$ cat src/lka_pkg.sv
package lka_pkg;

    localparam int PIX_W   = 8;
    localparam int SUM_W   = 15;
    localparam int RECIP_W = 13;
    localparam int PROD_W  = SUM_W + RECIP_W;
    localparam int NUM_W   = 2 * PIX_W;
    localparam int DIV_STEPS = PIX_W;

    // luma weights in hundredths
    localparam logic [SUM_W-1:0] W_RED   = 15'd30;
    localparam logic [SUM_W-1:0] W_GREEN = 15'd59;
    localparam logic [SUM_W-1:0] W_BLUE  = 15'd11;

    // floor(x/100) == (x*5243) >> 19 for every weighted sum below 25600
    localparam logic [RECIP_W-1:0] LUMA_RECIP = 13'd5243;
    localparam int LUMA_SHIFT = 19;

    localparam logic [PIX_W-1:0] SLOPE_MAX = 8'd128;

    localparam logic [PIX_W-1:0] RST_THRESHOLD = 8'd128;
    localparam logic [PIX_W-1:0] RST_SLOPE     = 8'd0;
    localparam logic [PIX_W-1:0] RST_PRELEVEL  = 8'd0;
    localparam logic [PIX_W-1:0] RST_POSTLEVEL = 8'd255;

    typedef enum logic [1:0] {
        CFG_THRESHOLD = 2'd0,
        CFG_SLOPE     = 2'd1,
        CFG_PRELEVEL  = 2'd2,
        CFG_POSTLEVEL = 2'd3
    } cfg_idx_t;

    typedef struct packed {
        logic [PIX_W-1:0] threshold;
        logic [PIX_W-1:0] slope;
        logic [PIX_W-1:0] prelevel;
        logic [PIX_W-1:0] postlevel;
    } cfg_t;

    typedef enum logic [1:0] {
        SEL_PRE  = 2'd0,
        SEL_POST = 2'd1,
        SEL_RAMP = 2'd2
    } sel_t;

    // state carried from cell to cell along the divider chain
    typedef struct packed {
        sel_t             sel;
        logic             neg;
        logic [PIX_W-1:0] pre;
        logic [PIX_W-1:0] post;
        logic [PIX_W-1:0] den;
        logic [PIX_W-1:0] rem;
        logic [PIX_W-1:0] num;
        logic [PIX_W-1:0] quot;
    } div_t;

endpackage

$ cat src/lka_front.sv
module lka_front (
    input  logic                aclk,
    input  logic                aresetn,
    input  lka_pkg::cfg_t       cfg,
    input  logic                in_valid,
    output logic                in_ready,
    input  logic [7:0]          in_red,
    input  logic [7:0]          in_green,
    input  logic [7:0]          in_blue,
    output logic                out_valid,
    input  logic                out_ready,
    output lka_pkg::div_t       out_data
);
    import lka_pkg::*;

    logic               sum_valid_reg, luma_valid_reg, div_valid_reg;
    logic [SUM_W-1:0]   sum_reg, sum_next;
    logic [PIX_W-1:0]   luma_reg, luma_next;
    div_t               div_reg, div_next;
    logic               take_sum, take_luma, take_div;
    logic [PROD_W-1:0]  prod;

    logic [PIX_W-1:0]   slope_sat, ramp_start, ramp_end, diff, offs;
    logic [PIX_W:0]     end_sum;
    logic [NUM_W-1:0]   numer;
    logic               neg;

    assign take_div  = ~div_valid_reg | out_ready;
    assign take_luma = ~luma_valid_reg | take_div;
    assign take_sum  = ~sum_valid_reg | take_luma;
    assign in_ready  = take_sum;

    assign out_valid = div_valid_reg;
    assign out_data  = div_reg;

    // weighted sum of the three components
    assign sum_next = {7'b0, in_red} * W_RED + {7'b0, in_green} * W_GREEN
                    + {7'b0, in_blue} * W_BLUE;

    // divide by 100 through the reciprocal
    assign prod      = {{RECIP_W{1'b0}}, sum_reg} * {{SUM_W{1'b0}}, LUMA_RECIP};
    assign luma_next = prod[LUMA_SHIFT +: PIX_W];

    // ramp bounds from the settings
    always_comb begin
        slope_sat  = (cfg.slope > SLOPE_MAX) ? SLOPE_MAX : cfg.slope;
        ramp_start = (cfg.threshold >= slope_sat) ? (cfg.threshold - slope_sat) : '0;
        end_sum    = {1'b0, cfg.threshold} + {1'b0, slope_sat};
        ramp_end   = end_sum[PIX_W] ? {PIX_W{1'b1}} : end_sum[PIX_W-1:0];
        neg        = cfg.postlevel < cfg.prelevel;
        diff       = neg ? (cfg.prelevel - cfg.postlevel) : (cfg.postlevel - cfg.prelevel);
        offs       = luma_reg - ramp_start;
        numer      = {{PIX_W{1'b0}}, offs} * {{PIX_W{1'b0}}, diff};
    end

    always_comb begin
        div_next.neg  = neg;
        div_next.pre  = cfg.prelevel;
        div_next.post = cfg.postlevel;
        div_next.quot = '0;
        if (luma_reg >= ramp_end) begin
            div_next.sel = SEL_POST;
        end else if (luma_reg < ramp_start) begin
            div_next.sel = SEL_PRE;
        end else begin
            div_next.sel = SEL_RAMP;
        end
        if (div_next.sel == SEL_RAMP) begin
            // high half is below the divisor, so the quotient fits 8 bits
            div_next.den = ramp_end - ramp_start;
            div_next.rem = numer[NUM_W-1:PIX_W];
            div_next.num = numer[PIX_W-1:0];
        end else begin
            div_next.den = {{(PIX_W-1){1'b0}}, 1'b1};
            div_next.rem = '0;
            div_next.num = '0;
        end
    end

    always_ff @(posedge aclk) begin
        if (!aresetn) begin
            sum_valid_reg  <= 1'b0;
            luma_valid_reg <= 1'b0;
            div_valid_reg  <= 1'b0;
        end else begin
            if (take_sum)  sum_valid_reg  <= in_valid;
            if (take_luma) luma_valid_reg <= sum_valid_reg;
            if (take_div)  div_valid_reg  <= luma_valid_reg;
        end
    end

    always_ff @(posedge aclk) begin
        if (take_sum)  sum_reg  <= sum_next;
        if (take_luma) luma_reg <= luma_next;
        if (take_div)  div_reg  <= div_next;
    end

endmodule

$ cat src/lka_div_cell.sv
module lka_div_cell (
    input  logic           aclk,
    input  logic           aresetn,
    input  logic           in_valid,
    output logic           in_ready,
    input  lka_pkg::div_t  in_data,
    output logic           out_valid,
    input  logic           out_ready,
    output lka_pkg::div_t  out_data
);
    import lka_pkg::*;

    logic             valid_reg;
    div_t             data_reg, data_next;
    logic [PIX_W:0]   shifted;
    logic             ge;

    assign in_ready  = ~valid_reg | out_ready;
    assign out_valid = valid_reg;
    assign out_data  = data_reg;

    // one restoring division step: bring down a bit, subtract if it fits
    always_comb begin
        shifted   = {in_data.rem, in_data.num[PIX_W-1]};
        ge        = shifted >= {1'b0, in_data.den};
        data_next = in_data;
        if (ge) begin
            data_next.rem = shifted[PIX_W-1:0] - in_data.den;
        end else begin
            data_next.rem = shifted[PIX_W-1:0];
        end
        data_next.num  = {in_data.num[PIX_W-2:0], 1'b0};
        data_next.quot = {in_data.quot[PIX_W-2:0], ge};
    end

    always_ff @(posedge aclk) begin
        if (!aresetn) begin
            valid_reg <= 1'b0;
        end else if (in_ready) begin
            valid_reg <= in_valid;
        end
    end

    always_ff @(posedge aclk) begin
        if (in_ready) data_reg <= data_next;
    end

endmodule

$ cat src/lka_out.sv
module lka_out (
    input  logic           aclk,
    input  logic           aresetn,
    input  logic           in_valid,
    output logic           in_ready,
    input  lka_pkg::div_t  in_data,
    output logic           out_valid,
    input  logic           out_ready,
    output logic [7:0]     out_alpha
);
    import lka_pkg::*;

    logic             valid_reg;
    logic [PIX_W-1:0] alpha_reg, alpha_next;
    logic             rem_nz;

    assign in_ready  = ~valid_reg | out_ready;
    assign out_valid = valid_reg;
    assign out_alpha = alpha_reg;

    assign rem_nz = |in_data.rem;

    always_comb begin
        case (in_data.sel)
            SEL_PRE:  alpha_next = in_data.pre;
            SEL_POST: alpha_next = in_data.post;
            SEL_RAMP: begin
                // falling ramp rounds toward minus infinity
                if (in_data.neg) begin
                    alpha_next = in_data.pre - in_data.quot - {{(PIX_W-1){1'b0}}, rem_nz};
                end else begin
                    alpha_next = in_data.pre + in_data.quot;
                end
            end
            default:  alpha_next = in_data.pre;
        endcase
    end

    always_ff @(posedge aclk) begin
        if (!aresetn) begin
            valid_reg <= 1'b0;
        end else if (in_ready) begin
            valid_reg <= in_valid;
        end
    end

    always_ff @(posedge aclk) begin
        if (in_ready) alpha_reg <= alpha_next;
    end

endmodule

$ cat src/luma_key_alpha.sv
// channel   | handshake         | payload
// ----------+-------------------+-------------------------------
// input     | s_valid / s_ready | s_red, s_green, s_blue (8 bits)
// result    | m_valid / m_ready | m_alpha (8 bits)
// config    | cfg_wr_en         | cfg_addr (2 bits), cfg_wdata (8 bits)
//
// one item per clock unless the result stalls; each item passes through
// three front stages (weighted sum, divide by 100, ramp setup), a chain of
// eight divider cells giving one quotient bit each, and the output register.
// aresetn is synchronous; it empties the pipeline and restores the settings.
// a stalled result holds only the stages behind it; bubbles close up.
module luma_key_alpha (
    input  logic       aclk,
    input  logic       aresetn,
    input  logic       cfg_wr_en,
    input  logic [1:0] cfg_addr,
    input  logic [7:0] cfg_wdata,
    input  logic       s_valid,
    output logic       s_ready,
    input  logic [7:0] s_red,
    input  logic [7:0] s_green,
    input  logic [7:0] s_blue,
    output logic       m_valid,
    input  logic       m_ready,
    output logic [7:0] m_alpha
);
    import lka_pkg::*;

    cfg_t cfg_reg, cfg_next;

    logic  chain_valid [DIV_STEPS+1];
    logic  chain_ready [DIV_STEPS+1];
    div_t  chain_data  [DIV_STEPS+1];

    always_comb begin
        cfg_next = cfg_reg;
        if (cfg_wr_en) begin
            case (cfg_idx_t'(cfg_addr))
                CFG_THRESHOLD: cfg_next.threshold = cfg_wdata;
                CFG_SLOPE:     cfg_next.slope     = cfg_wdata;
                CFG_PRELEVEL:  cfg_next.prelevel  = cfg_wdata;
                CFG_POSTLEVEL: cfg_next.postlevel = cfg_wdata;
                default:       cfg_next = cfg_reg;
            endcase
        end
    end

    always_ff @(posedge aclk) begin
        if (!aresetn) begin
            cfg_reg.threshold <= RST_THRESHOLD;
            cfg_reg.slope     <= RST_SLOPE;
            cfg_reg.prelevel  <= RST_PRELEVEL;
            cfg_reg.postlevel <= RST_POSTLEVEL;
        end else begin
            cfg_reg <= cfg_next;
        end
    end

    lka_front u_front (
        .aclk      (aclk),
        .aresetn   (aresetn),
        .cfg       (cfg_reg),
        .in_valid  (s_valid),
        .in_ready  (s_ready),
        .in_red    (s_red),
        .in_green  (s_green),
        .in_blue   (s_blue),
        .out_valid (chain_valid[0]),
        .out_ready (chain_ready[0]),
        .out_data  (chain_data[0])
    );

    for (genvar i = 0; i < DIV_STEPS; i++) begin : g_cell
        lka_div_cell u_cell (
            .aclk      (aclk),
            .aresetn   (aresetn),
            .in_valid  (chain_valid[i]),
            .in_ready  (chain_ready[i]),
            .in_data   (chain_data[i]),
            .out_valid (chain_valid[i+1]),
            .out_ready (chain_ready[i+1]),
            .out_data  (chain_data[i+1])
        );
    end

    lka_out u_out (
        .aclk      (aclk),
        .aresetn   (aresetn),
        .in_valid  (chain_valid[DIV_STEPS]),
        .in_ready  (chain_ready[DIV_STEPS]),
        .in_data   (chain_data[DIV_STEPS]),
        .out_valid (m_valid),
        .out_ready (m_ready),
        .out_alpha (m_alpha)
    );

endmodule

$ cat config.mk
export PLATFORM = sky130hd
export DESIGN_NAME = luma_key_alpha
export DESIGN_NICKNAME = d
export VERILOG_FILES = /design/src/lka_pkg.sv /design/src/lka_front.sv /design/src/lka_div_cell.sv /design/src/lka_out.sv /design/src/luma_key_alpha.sv
export SDC_FILE = /design/constraint.sdc
export NUM_CORES = 1
export LEC_CHECK = 0
export BUFFER_PORTS_ARGS = -buffer_cell sky130_fd_sc_hd__buf_2
export CAP_MARGIN = 20
export CORE_ASPECT_RATIO = 0.6
export CORE_MARGIN = 2
export CORE_UTILIZATION = 50
export DETAILED_ROUTE_END_ITERATION = 10
export PLACE_DENSITY = 0.65
export SKIP_CTS_REPAIR_TIMING = 1
export SLEW_MARGIN = 25
export SYNTH_ARGS = -nofsm -noshare
export SYNTH_HDL_FRONTEND = slang
export SYNTH_SLANG_ARGS = --single-unit
export TNS_END_PERCENT = 10
$ cat constraint.sdc
create_clock -name aclk -period 7.95 [get_ports aclk]
set_input_delay 0.3975 -clock aclk [delete_from_list [all_inputs] [get_ports aclk]]
set_output_delay 0.3975 -clock aclk [all_outputs]
set_load 0.005 [all_outputs]
# After elaboration in Yosys (flattened, before gate mapping)
# Index checks and enable logic that the tools add are counted.
# word_totals
ram_bits	0
output_inout_bits	10
ff_bits	454
rom_bits	0
n_memories	0
latch_bits	0
# classes
n_reduce_logical	6
n_lt_le_gt_ge	13
n_shift	0
muxes	16
n_mul	5
eq_ne	6
add_sub_neg	19
n_bitwise	24
div	0
# op_table
operator	n
$sub A8 B8 Y8	14
$mux W8	13
$ge A9 B8 Y1	8
$mul A15 B13 Y27 const B	1
$mul A8 B4 Y12 const B	2
$ge A8 B8 Y1	2
$lt A8 B8 Y1	2
$mul A8 B8 Y16	1
$pmux W8 S2	1
$add A13 B14 Y15	1
$add A15 B12 Y15	1
$mul A8 B6 Y14 const B	1
$not A1 Y1	12
$or A1 B1 Y1	12
$add A8 B8 Y9	1
$add A8 B8 Y8	1
$eq A2 B2 Y1 const B	4
$gt A8 B8 Y1 const B	1
$reduce_and A2 Y1	4
$reduce_or A8 Y1	1
$sub A8 B1 Y8	1
$eq A2 B1 Y1 const B	2
$mux W2	2
$logic_not A2 Y1	1

# Longest topological paths before layout
# Gate-level depths: netlist of the first run.
# depth
word_depth	13
depth_mapped	36

# Modules after synthesis
# A second synthesis of the first run with hierarchy kept.
# hier_totals
hier_cells	2530
hier_area_um2	31677.9
# by_module_without_submodules
module	area_per_inst_um2	seq_area_each_um2	cells_each	n_inst
lka_div_cell	2016.9	1521.5	116	8
lka_front	12856.1	2042.0	1302	1
lka_out	1445.1	260.2	173	1
luma_key_alpha	1241.2	640.6	127	1

# Worst setup path before layout of the first run
# No wires, ideal clock.
# synth_timing
kind	reg-to-reg
from	reg cfg_reg[23] (netlist name)
to	reg u_front.div_reg (netlist bit u_front.out_data[22]), data pin
arrival_ns	6.996
period_less_slack_ns	7.262
path_stages_with_launch	36
setup_ns	0.266
path_slack_ns	0.688
required_time_ns	7.684
n_path_buf	1
path_cell_list	dfxtp_1 inv_1 nand2_1 ha_1 clkbuf_1 o21ai_0 nand2b_1 nand2_1 a31oi_1 o21ai_0 nand2b_1 nor2b_1 ha_1 inv_1 fa_1 a21oi_1 nor2b_1 o21ai_0 nand2b_1 a21oi_1 xor2_1 nor2_1 fa_1 fa_1 fa_1 inv_1 fa_1 inv_1 ha_1 nor4_1 o21a_1 nor3_1 a41o_1 a21oi_1 xor2_1 nor2_1
# synth_between
elab_chain_cells	8
elab_cells_between_ends	14
# synth_rtl
element	line	source
start: declaration	luma_key_alpha.sv:29	cfg_t cfg_reg, cfg_next;
start signal: assignment	luma_key_alpha.sv:55	cfg_reg <= cfg_next;
$gt A8 B8 Y1	lka_front.sv:46	slope_sat = (cfg.slope > SLOPE_MAX) ? SLOPE_MAX : cfg.slope;
$mux W8 (*)	lka_front.sv:46	
branches (longest 6 deep; another with $mul A8 B8 Y16)	-	
end signal: assignment	lka_front.sv:95	if (take_div) div_reg <= div_next;
end: declaration	lka_front.sv:19	div_t div_reg, div_next;
# Mark *: on every way between the ends.
# A chain may end at the register's enable or synchronous reset.

# Worst setup path after layout of the first run
# Same ends and word-level chain as after synthesis.

==> results of run 1 <==
cell usage in the layout (no fill, tap or decap), types with 11 or more instances in the layout:
cell type | netlist | final
sky130_fd_sc_hd__nor3_1 | 27 | 27
sky130_fd_sc_hd__ha_1 | 337 | 335
sky130_fd_sc_hd__nand4_1 | 18 | 18
sky130_fd_sc_hd__xnor2_1 | 63 | 62
sky130_fd_sc_hd__nor2b_1 | 62 | 61
sky130_fd_sc_hd__mux2_2 | 37 | 37
sky130_fd_sc_hd__edfxtp_1 | 410 | 410
sky130_fd_sc_hd__clkbuf_16 | 0 | 45
sky130_fd_sc_hd__inv_1 | 424 | 422
sky130_fd_sc_hd__buf_2 | 1 | 48
sky130_fd_sc_hd__fa_1 | 185 | 184
sky130_fd_sc_hd__o21a_1 | 27 | 27
sky130_fd_sc_hd__nor2_1 | 134 | 133
sky130_fd_sc_hd__mux2i_1 | 46 | 46
sky130_fd_sc_hd__dfxtp_1 | 44 | 43
sky130_fd_sc_hd__buf_4 | 0 | 12
sky130_fd_sc_hd__nand2_1 | 70 | 65
sky130_fd_sc_hd__o21bai_1 | 13 | 13
sky130_fd_sc_hd__a21oi_1 | 87 | 86
sky130_fd_sc_hd__a211oi_1 | 16 | 16
sky130_fd_sc_hd__o21ai_0 | 78 | 77
sky130_fd_sc_hd__a21o_1 | 40 | 40
sky130_fd_sc_hd__nand2b_1 | 31 | 31
sky130_fd_sc_hd__o211ai_1 | 11 | 11
sky130_fd_sc_hd__xor2_1 | 37 | 36
metal layers:
| metal | wire length (um) | up-vias | share of wire, % |
|---|---|---|---|
| met5 | 0 | - | 0 |
| met4 | 620 | 0 | 1.2 |
| met3 | 2701 | 54 | 5.1 |
| met2 | 20120 | 281 | 38 |
| met1 | 29900 | 7865 | 56 |
| li1 | - | 8099 | - |
logic make-up after synthesis:
logic type               after synthesis  share of synthesized area, %
AO/OA/AOI/OAI                        324                         7.399
XOR/XNOR                             104                         3.288
adder cells (fa/ha/maj)              522                         27.68
buffers and inverters                444                         5.829
flip-flops                           454                         46.11
multiplexers                          83                         3.065
AND/OR/NAND/NOR                      390                         6.633
cells in the mapped netlist (all sizes together), types with 2 or more instances:
library cell / instances / share of area (%)
a2111oi: 2 / 0.061
a211oi: 16 / 0.42
a21boi: 8 / 0.21
a21o: 40 / 1.0
a21oi: 91 / 1.6
a221oi: 6 / 0.18
a22oi: 2 / 0.052
a2bb2oi: 2 / 0.061
a31oi: 4 / 0.087
and2: 7 / 0.15
and3: 3 / 0.066
buf: 3 / 0.044
clkbuf: 17 / 0.22
dfxtp: 44 / 3.1
edfxtp: 410 / 43
fa: 185 / 13
ha: 337 / 15
inv: 424 / 5.6
mux2: 37 / 1.5
mux2i: 46 / 1.6
nand2: 70 / 0.92
nand2b: 31 / 0.68
nand3: 10 / 0.17
nand3b: 3 / 0.079
nand4: 18 / 0.39
nor2: 134 / 1.8
nor2b: 62 / 1.4
nor3: 27 / 0.47
nor4: 4 / 0.087
o211ai: 11 / 0.29
o21a: 27 / 0.71
o21ai: 78 / 1.4
o21bai: 14 / 0.38
o221ai: 2 / 0.061
o2bb2ai: 2 / 0.061
o31a: 2 / 0.061
o31ai: 5 / 0.18
o32a: 2 / 0.070
o32ai: 2 / 0.19
or2: 13 / 0.28
or3: 2 / 0.044
or4: 2 / 0.052
xnor2: 67 / 2.2
xor2: 37 / 1.1
critical path, delay by kind of cell (launching register included):
| family | cells | cell delay [ns] |
|---|---|---|
| AO/OA/AOI/OAI | 9 | 1.52 |
| XOR/XNOR | 2 | 0.40 |
| adder cells (fa/ha/maj) | 8 | 3.19 |
| buffers and inverters | 4 | 0.26 |
| flip-flops | 1 | 0.34 |
| AND/OR/NAND/NOR | 11 | 1.39 |
worst paths after layout:
check,endpoint,from,cells after the start
max,u_front.out_data[22],cfg_reg[23],34
min,u_front.sum_valid_reg,s_valid,3
max reg2reg,u_front.out_data[22],cfg_reg[23],34
min reg2reg,g_cell[0].u_cell.out_data[48],u_front.out_data[48],0
stage by stage:
step | cell area, um^2 | TNS, ns | instances
3_3_place_gp | 29820 | 0 | 3118
2_1_floorplan | 28610 | 0 | 2321
5_1_grt | 31570 | 0 | 3200
3_5_place_dp | 29820 | -0.0007789 | 3118
6_report | 31570 | 0 | 3201
4_1_cts | 31450 | -0.05888 | 3198
final cells by class:
class / count / share of cell area (%)
antenna: 1 / 0.007926
clock buffer: 48 / 3.602
clock inverter: 32 / 1.561
inverter: 424 / 5.041
multi-input combinational: 1423 / 43.94
sequential: 454 / 41.79
tap: 759 / 3.008
timing repair buffer: 60 / 1.046
==> results.toml, run 1 <==
[logic_synthesis]
synth_ff_type = "sky130_fd_sc_hd__edfxtp_1"
synth_fp_nets = 2882
ys_seq_area_share_pct = 46.11
async_reset_ff_share_pct = 0
mappedNetlistArea_um2 = 28610
synthesis.instances = 2321
synthesis.yosys.warnings = 0
yosys.cell_types.count = 62
postSynthAreaPerCell_um2 = 12.33
synth_enable_flop_cells = 410
synth.ff_latch_count = 454

[critical_path]
required_ns = 8.23
cpMaxStageDelayCell = "sky130_fd_sc_hd__fa_1"
worst-path-max-fanout = 7
worst_setup_ep_type = "register"
slowest_delay_ns = 0.54
worstSetupStartpointType = "register"
timing.critical_path.mode_cell = "sky130_fd_sc_hd__fa_1"
critical_path_arrival_ns = 7.70
regToRegSetupSlack_ns = 0.53
timing.setup.critical_path_class = "reg -> reg"

[layout]
area.growth.synth_to_final_pct = 10.34
finalNetCount = 2968
sequential_cell_area_um2 = 13190
final.fill_count = 4596
largest_register_ffs = 336
multi_input_gate_area_in_the_final_layout_um2 = 13870
layout-drive-gt1-share_pct = 8.808
final_core_util_pct = 56.21

[sta]
final_worst_setup_slack_ns = 0.5250
period_share_pct = 93.40
rsz_0062_raised_after_global_routing = "false"
final.setup_skew_ns = 0.02013
slew-limit-headroom_pct = 34.16
achievable_freq_ghz = 0.1347
final_hold_slack_ns = 0.08777
tightest_slew_ns = 0.9870
max_slew_violation_count = 0
finalWorstPathRequiredPeriod_ns = 7.425
timing.final.hold_violations = 0
setup_violations = 0

[clock_tree]
ctsRootBufferMaster = "sky130_fd_sc_hd__clkbuf_16"
clkSlewWorstSetupHoldPaths_ns = 0.06
clk_path_buf_depth = 3
ctsHtreeMaxLevel = 2
tritoncts_num_sinks = 454
clk-insertion-delay-late_ns = 0.57
number_of_clock_buffers_inserted_by_tritoncts = 44
tritoncts = "built"

[grt]
met2_usage_pct = 23.91
track_usage_pct = 18.53
grt.met1_usage_pct = 31.78
busiest_layer = "met1"
vias_in_the_first_global_route = 16456
antenna_found_initial = 0
global_route.overflow_total = 0
first_pass_grt_wire_length_mm = 87.82
globalRouteMet3Util_pct = 3.384
largest_net_degree_at_the_start_of_global_routing = 45

[route]
drt.antenna.violating_nets = 0
final_wirelength_mm = 53.34
avgRoutedWirePerCell_um = 16.66
vias_cell = 5.092
vias = 16299
detail_route.iter0.violations = 1018
drt_pre_antenna_iters = 5
drcViolationCount = 0

[die]
die_h_um = 189.3
placement_rows = 67
io-pin-count = 49
core_area_um2 = 56170
die-area_um2 = 59220
initial_core_util_pct = 50.94
floorplan.die.width_um = 312.8

[placement]
preCtsSetupSlack_ns = -0.0007789
place_hpwl_mm = 42.51
io_buffers = 48
routabilityCongestion = 0.8949

[flow_run]
max-cap-violations = 0

[worst_hold_path]
worstHoldPathType = "in -> reg"

[run_status]
run_status = "complete, no violations"
Power of run 1 is not shown: default switching activity piles up to over one toggle a cycle in this logic, so the estimate is an artifact.
==> inputs of run 2 (changes only) <==
--- a/config.mk
+++ b/config.mk
@@ -12,6 +12,7 @@
 export CORE_UTILIZATION = 50
 export DETAILED_ROUTE_END_ITERATION = 10
 export PLACE_DENSITY = 0.65
+export RECOVER_POWER = 25
 export SKIP_CTS_REPAIR_TIMING = 1
 export SLEW_MARGIN = 25
 export SYNTH_ARGS = -nofsm -noshare
==> run 2 against run 1 <==
Net effect: routed wire length about the same; die area unchanged; cell count stayed put; core utilization about the same; global-route usage did not move; critical path depth stayed put; critical endpoint unchanged.
==> results.toml, run 2 (synthesis results as in run 1) <==
[run_status]
run_status = "complete, no violations"

[layout]
multi_input_gate_area_in_the_final_layout_um2 = 13870
largest_register_ffs = 336
final_common_cell = "sky130_fd_sc_hd__inv_1"
mostFrequentLayoutCells = "422 x sky130_fd_sc_hd__inv_1, 410 x sky130_fd_sc_hd__edfxtp_1, 335 x sky130_fd_sc_hd__ha_1, 184 x sky130_fd_sc_hd__fa_1, 133 x sky130_fd_sc_hd__nor2_1"
final.fill_count = 4597
fin_area_um2 = 31570
sequential_cell_area_um2 = 13190
final_core_util_pct = 56.21
finalNetCount = 2968
layout-drive-gt1-share_pct = 8.767
area.growth.synth_to_final_pct = 10.33

[worst_hold_path]
worstHoldPathType = "in -> reg"
hold_path.startpoint = "s_valid"
hold_path_sink = "u_front.sum_valid_reg"
min_path_cells = 3

[grt]
largest_net_degree_at_the_start_of_global_routing = 45
track_usage_pct = 18.53
vias_in_the_first_global_route = 16456
first_pass_grt_wire_length_mm = 87.82
global_route.overflow_total = 0
antenna_found_initial = 0

[die]
core_area_um2 = 56170
floorplan.die.width_um = 312.8
io-pin-count = 49
die-area_um2 = 59220
initial_core_util_pct = 50.94
placement_rows = 67
die_h_um = 189.3

[sta]
setup_violations = 0
slew-limit-headroom_pct = 34.52
tightest_slew_ns = 0.9815
final_hold_slack_ns = 0.08832
max_slew_violation_count = 0
achievable_freq_ghz = 0.1347
finalWorstPathRequiredPeriod_ns = 7.424
period_share_pct = 93.38
final.setup_skew_ns = 0.02049
rsz_0062_raised_after_global_routing = "false"
timing.final.hold_violations = 0

[route]
final_wirelength_mm = 53.31
detail_route.iter0.violations = 1031
avgRoutedWirePerCell_um = 16.65
drt.antenna.violating_nets = 0
vias = 16299
vias_cell = 5.092
drcViolationCount = 0
drt_pre_antenna_iters = 5

[flow_run]
max-cap-violations = 0

[critical_path]
reg2reg_from = "cfg_reg[23]"
slowest_delay_ns = 0.54
critical_path_arrival_ns = 7.70
timing.critical_path.mode_cell = "sky130_fd_sc_hd__fa_1"
worst_r2r_endpoint = "u_front.out_data[22]"
cpMaxStageDelayCell = "sky130_fd_sc_hd__fa_1"
regToRegSetupSlack_ns = 0.53
required_ns = 8.23
worst-r2r-cell-count = 34
worst_setup_ep_type = "register"
worst-path-max-fanout = 7
timing.setup.critical_path_class = "reg -> reg"
worstSetupStartpointType = "register"

[clock_tree]
clk-insertion-delay-late_ns = 0.57
ctsRootBufferMaster = "sky130_fd_sc_hd__clkbuf_16"
tritoncts = "built"
tritoncts_num_sinks = 454
clkSlewWorstSetupHoldPaths_ns = 0.06
number_of_clock_buffers_inserted_by_tritoncts = 44
clk_path_buf_depth = 3
ctsHtreeMaxLevel = 2

[placement]
routabilityCongestion = 0.8949
post_dp_cell_area_um2 = 29820
io_buffers = 48
place_hpwl_mm = 42.51
run 2: layer usage:
| layer | part of all wire [%] | global-route usage, % |
|---|---|---|
| met3 | 5.3 | 3.384 |
| met4 | 1.2 | 3.073 |
| met2 | 38 | 23.91 |
| met5 | 0 | 0 |
| met1 | 56 | 31.78 |
run 2: worst max-delay path, delay by kind of cell (launching register included):
kind	cells	cell delay (ns)
buffers and inverters	4	0.26
adder cells (fa/ha/maj)	8	3.19
XOR/XNOR	2	0.40
AND/OR/NAND/NOR	11	1.39
AO/OA/AOI/OAI	9	1.52
flip-flops	1	0.34
run 2: area by class of cell:
type	instances	share of cell area, %
clock inverter	32	1.562
inverter	424	5.041
multi-input combinational	1423	43.94
clock buffer	48	3.603
antenna	1	0.007926
tap	759	3.008
sequential	454	41.79
timing repair buffer	60	1.042
run 2: how the worst max path moves through the flow:
stage	to	slack, ns	cells past startpoint	start
after CTS	u_front.out_data[23]	-0.03	33	cfg_reg[23]
after global placement	u_front.out_data[22]	0.19	34	cfg_reg[23]
after global routing	u_front.out_data[22]	0.03	34	cfg_reg[23]
final	u_front.out_data[22]	0.53	34	cfg_reg[23]
after floorplan	u_front.out_data[22]	0.69	35	cfg_reg[23]
after detailed placement	u_front.out_data[22]	-0.0008	34	cfg_reg[23]
run 2: metrics by stage:
step                   TNS, ns  cells  setup slack [ns]
detailed placement  -0.0007789   3118        -0.0007789
CTS                   -0.05888   3198          -0.03183
floorplan                    0   2321            0.6877
finish                       0   3201            0.5263
global route                 0   3200           0.02730
global placement             0   3118            0.1948
Power of run 2 is left out for the same reason.
==> inputs of run 3 (changes only) <==
--- a/config.mk
+++ b/config.mk
@@ -11,7 +11,7 @@
 export CORE_MARGIN = 2
 export CORE_UTILIZATION = 50
 export DETAILED_ROUTE_END_ITERATION = 10
-export PLACE_DENSITY = 0.65
+export PLACE_DENSITY = 0.67
 export RECOVER_POWER = 25
 export SKIP_CTS_REPAIR_TIMING = 1
 export SLEW_MARGIN = 25
==> constraint.sdc (replaced) <==
create_clock -name aclk -period 6.6 [get_ports aclk]
set_input_delay 0.33 -clock aclk [delete_from_list [all_inputs] [get_ports aclk]]
set_output_delay 0.33 -clock aclk [all_outputs]
set_load 0.005 [all_outputs]
==> run 3 against run 2 <==
Net effect: the run now ends with negative setup slack left; register-to-register slack got worse by 0.84 ns; global-route usage grew 0.30 points; first-iteration DRC count is 13% lower; design area is 2.6% higher; non-clock buffer count rose by 90; die area unchanged; largest cell class unchanged; highest routed layer unchanged.
==> results.toml, run 3 (synthesis results as in run 1) <==
[critical_path]
cpMaxStageDelayCell = "sky130_fd_sc_hd__fa_1"
regToRegSetupSlack_ns = -0.31
worst_setup_path_startpoint = "cfg_reg[23]"
reg2reg_from = "cfg_reg[23]"
worst_setup_ep_type = "register"
required_ns = 6.90
timing.setup.critical_path_class = "reg -> reg"
worst-r2r-cell-count = 36
end_point_of_the_critical_path = "u_front.out_data[21]"
critical_path_arrival_ns = 7.22
slowest_delay_ns = 0.52
worst-path-max-fanout = 6
worstSetupStartpointType = "register"
worst_r2r_endpoint = "u_front.out_data[21]"

[grt]
first_pass_grt_wire_length_mm = 89.68
track_usage_pct = 18.83
global_route.overflow_total = 0
antenna_found_initial = 1
vias_in_the_first_global_route = 16982
largest_net_degree_at_the_start_of_global_routing = 45

[flow_run]
max-cap-violations = 0

[route]
avgRoutedWirePerCell_um = 16.57
vias = 16746
drt.antenna.violating_nets = 0
vias_cell = 5.092
drcViolationCount = 0
drt_pre_antenna_iters = 5
final_wirelength_mm = 54.50
detail_route.iter0.violations = 902

[layout]
mostFrequentLayoutCells = "415 x sky130_fd_sc_hd__inv_1, 410 x sky130_fd_sc_hd__edfxtp_1, 325 x sky130_fd_sc_hd__ha_1, 182 x sky130_fd_sc_hd__fa_1, 128 x sky130_fd_sc_hd__nor2_1"
final_common_cell = "sky130_fd_sc_hd__inv_1"
fin_area_um2 = 32390
layout-drive-gt1-share_pct = 13.40
area.growth.synth_to_final_pct = 13.21
finalNetCount = 3057
largest_register_ffs = 336
n_antenna_cell = 0

[worst_hold_path]
worstHoldPathType = "in -> reg"

[die]
die_h_um = 189.3
io-pin-count = 49
floorplan.die.width_um = 312.8
die-area_um2 = 59220
core_area_um2 = 56170
initial_core_util_pct = 50.94
placement_rows = 67

[placement]
preCtsSetupSlack_ns = -0.4635
place_hpwl_mm = 43.20
io_buffers = 48
routabilityCongestion = 0.8691
post_dp_cell_area_um2 = 30560

[sta]
slew-limit-headroom_pct = 34.52
period_share_pct = 104.7
timing.final.hold_violations = 0
final_worst_setup_slack_ns = -0.3124
setup_violations = 6
max_slew_violation_count = 0
rsz_0062_raised_after_global_routing = "true"
achievable_freq_ghz = 0.1447
final.setup_skew_ns = 0.01268
tightest_slew_ns = 0.9763
fin_setup_tns_ns = -1.150
final_hold_slack_ns = 0.03746
finalWorstPathRequiredPeriod_ns = 6.912

[clock_tree]
clkSlewWorstSetupHoldPaths_ns = 0.06
clk_path_buf_depth = 3
tritoncts = "built"
clk-insertion-delay-late_ns = 0.56
ctsHtreeMaxLevel = 2
ctsRootBufferMaster = "sky130_fd_sc_hd__clkbuf_16"
number_of_clock_buffers_inserted_by_tritoncts = 43
tritoncts_num_sinks = 454

[run_status]
run_status = "finished with violations"
violations = "negative setup slack"
## run 3: cell count changes in the layout (fill, tap and decap cells not counted), moves of 5 or more
| cell | change |
|---|---|
| sky130_fd_sc_hd__inv_1 | -7 |
| sky130_fd_sc_hd__clkinv_1 | +9 |
| sky130_fd_sc_hd__inv_2 | +6 |
| sky130_fd_sc_hd__a21oi_1 | -6 |
| sky130_fd_sc_hd__buf_4 | +89 |
| sky130_fd_sc_hd__ha_1 | -10 |
| sky130_fd_sc_hd__ha_4 | +10 |
| sky130_fd_sc_hd__nand2_1 | -5 |
| sky130_fd_sc_hd__a21oi_2 | +6 |
| sky130_fd_sc_hd__nor2_1 | -5 |
## run 3: worst max-delay path, delay by kind of cell (launching register included)
family	cells	cell delay (ns)
buffers and inverters	8	0.80
AO/OA/AOI/OAI	9	1.34
XOR/XNOR	2	0.43
AND/OR/NAND/NOR	9	0.94
flip-flops	1	0.36
adder cells (fa/ha/maj)	8	2.75
## run 3: area by class of cell
cell class / instances / area, um^2
clock buffer: 47 / 1101
clock inverter: 32 / 405.4
fill: 4532 / 23770
inverter: 424 / 1594
multi-input combinational: 1423 / 14140
sequential: 454 / 13200
tap: 759 / 949.7
timing repair buffer: 150 / 1008
## run 3: per-stage QoR
stage	util (%)	cells
2_1_floorplan	-	2321
5_1_grt	57.68	3289
3_3_place_gp	54.39	3197
4_1_cts	57.08	3276
3_5_place_dp	54.40	3197
6_report	57.68	3289
## run 3: worst min path at each step
| stage | from | endpoint | slack (ns) | depth (start not counted) |
|---|---|---|---|---|
| finish | s_valid | u_front.sum_valid_reg | 0.04 | 3 |
| global route | s_valid | u_front.sum_valid_reg | 0.03 | 3 |
| CTS | s_valid | u_front.sum_valid_reg | 0.006 | 3 |
| detailed placement | u_front.out_data[10] | g_cell[0].u_cell.out_data[11] | 0.40 | 0 |
| global placement | g_cell[0].u_cell.out_data[32] | g_cell[1].u_cell.out_data[32] | 0.40 | 0 |
| floorplan | u_front.out_data[9] | g_cell[0].u_cell.out_data[10] | 0.40 | 0 |
## run 3: layer usage
metal / GRT usage [%] / share of wire [%] / vias up
met4: 2.834 / 1.1 / 0
met3: 3.154 / 4.6 / 50
met5: 0 / 0 / -
li1: - / - / 8289
met1: 31.93 / 55 / 8133
met2: 25.10 / 39 / 274
Power of run 3 is left out for the same reason.
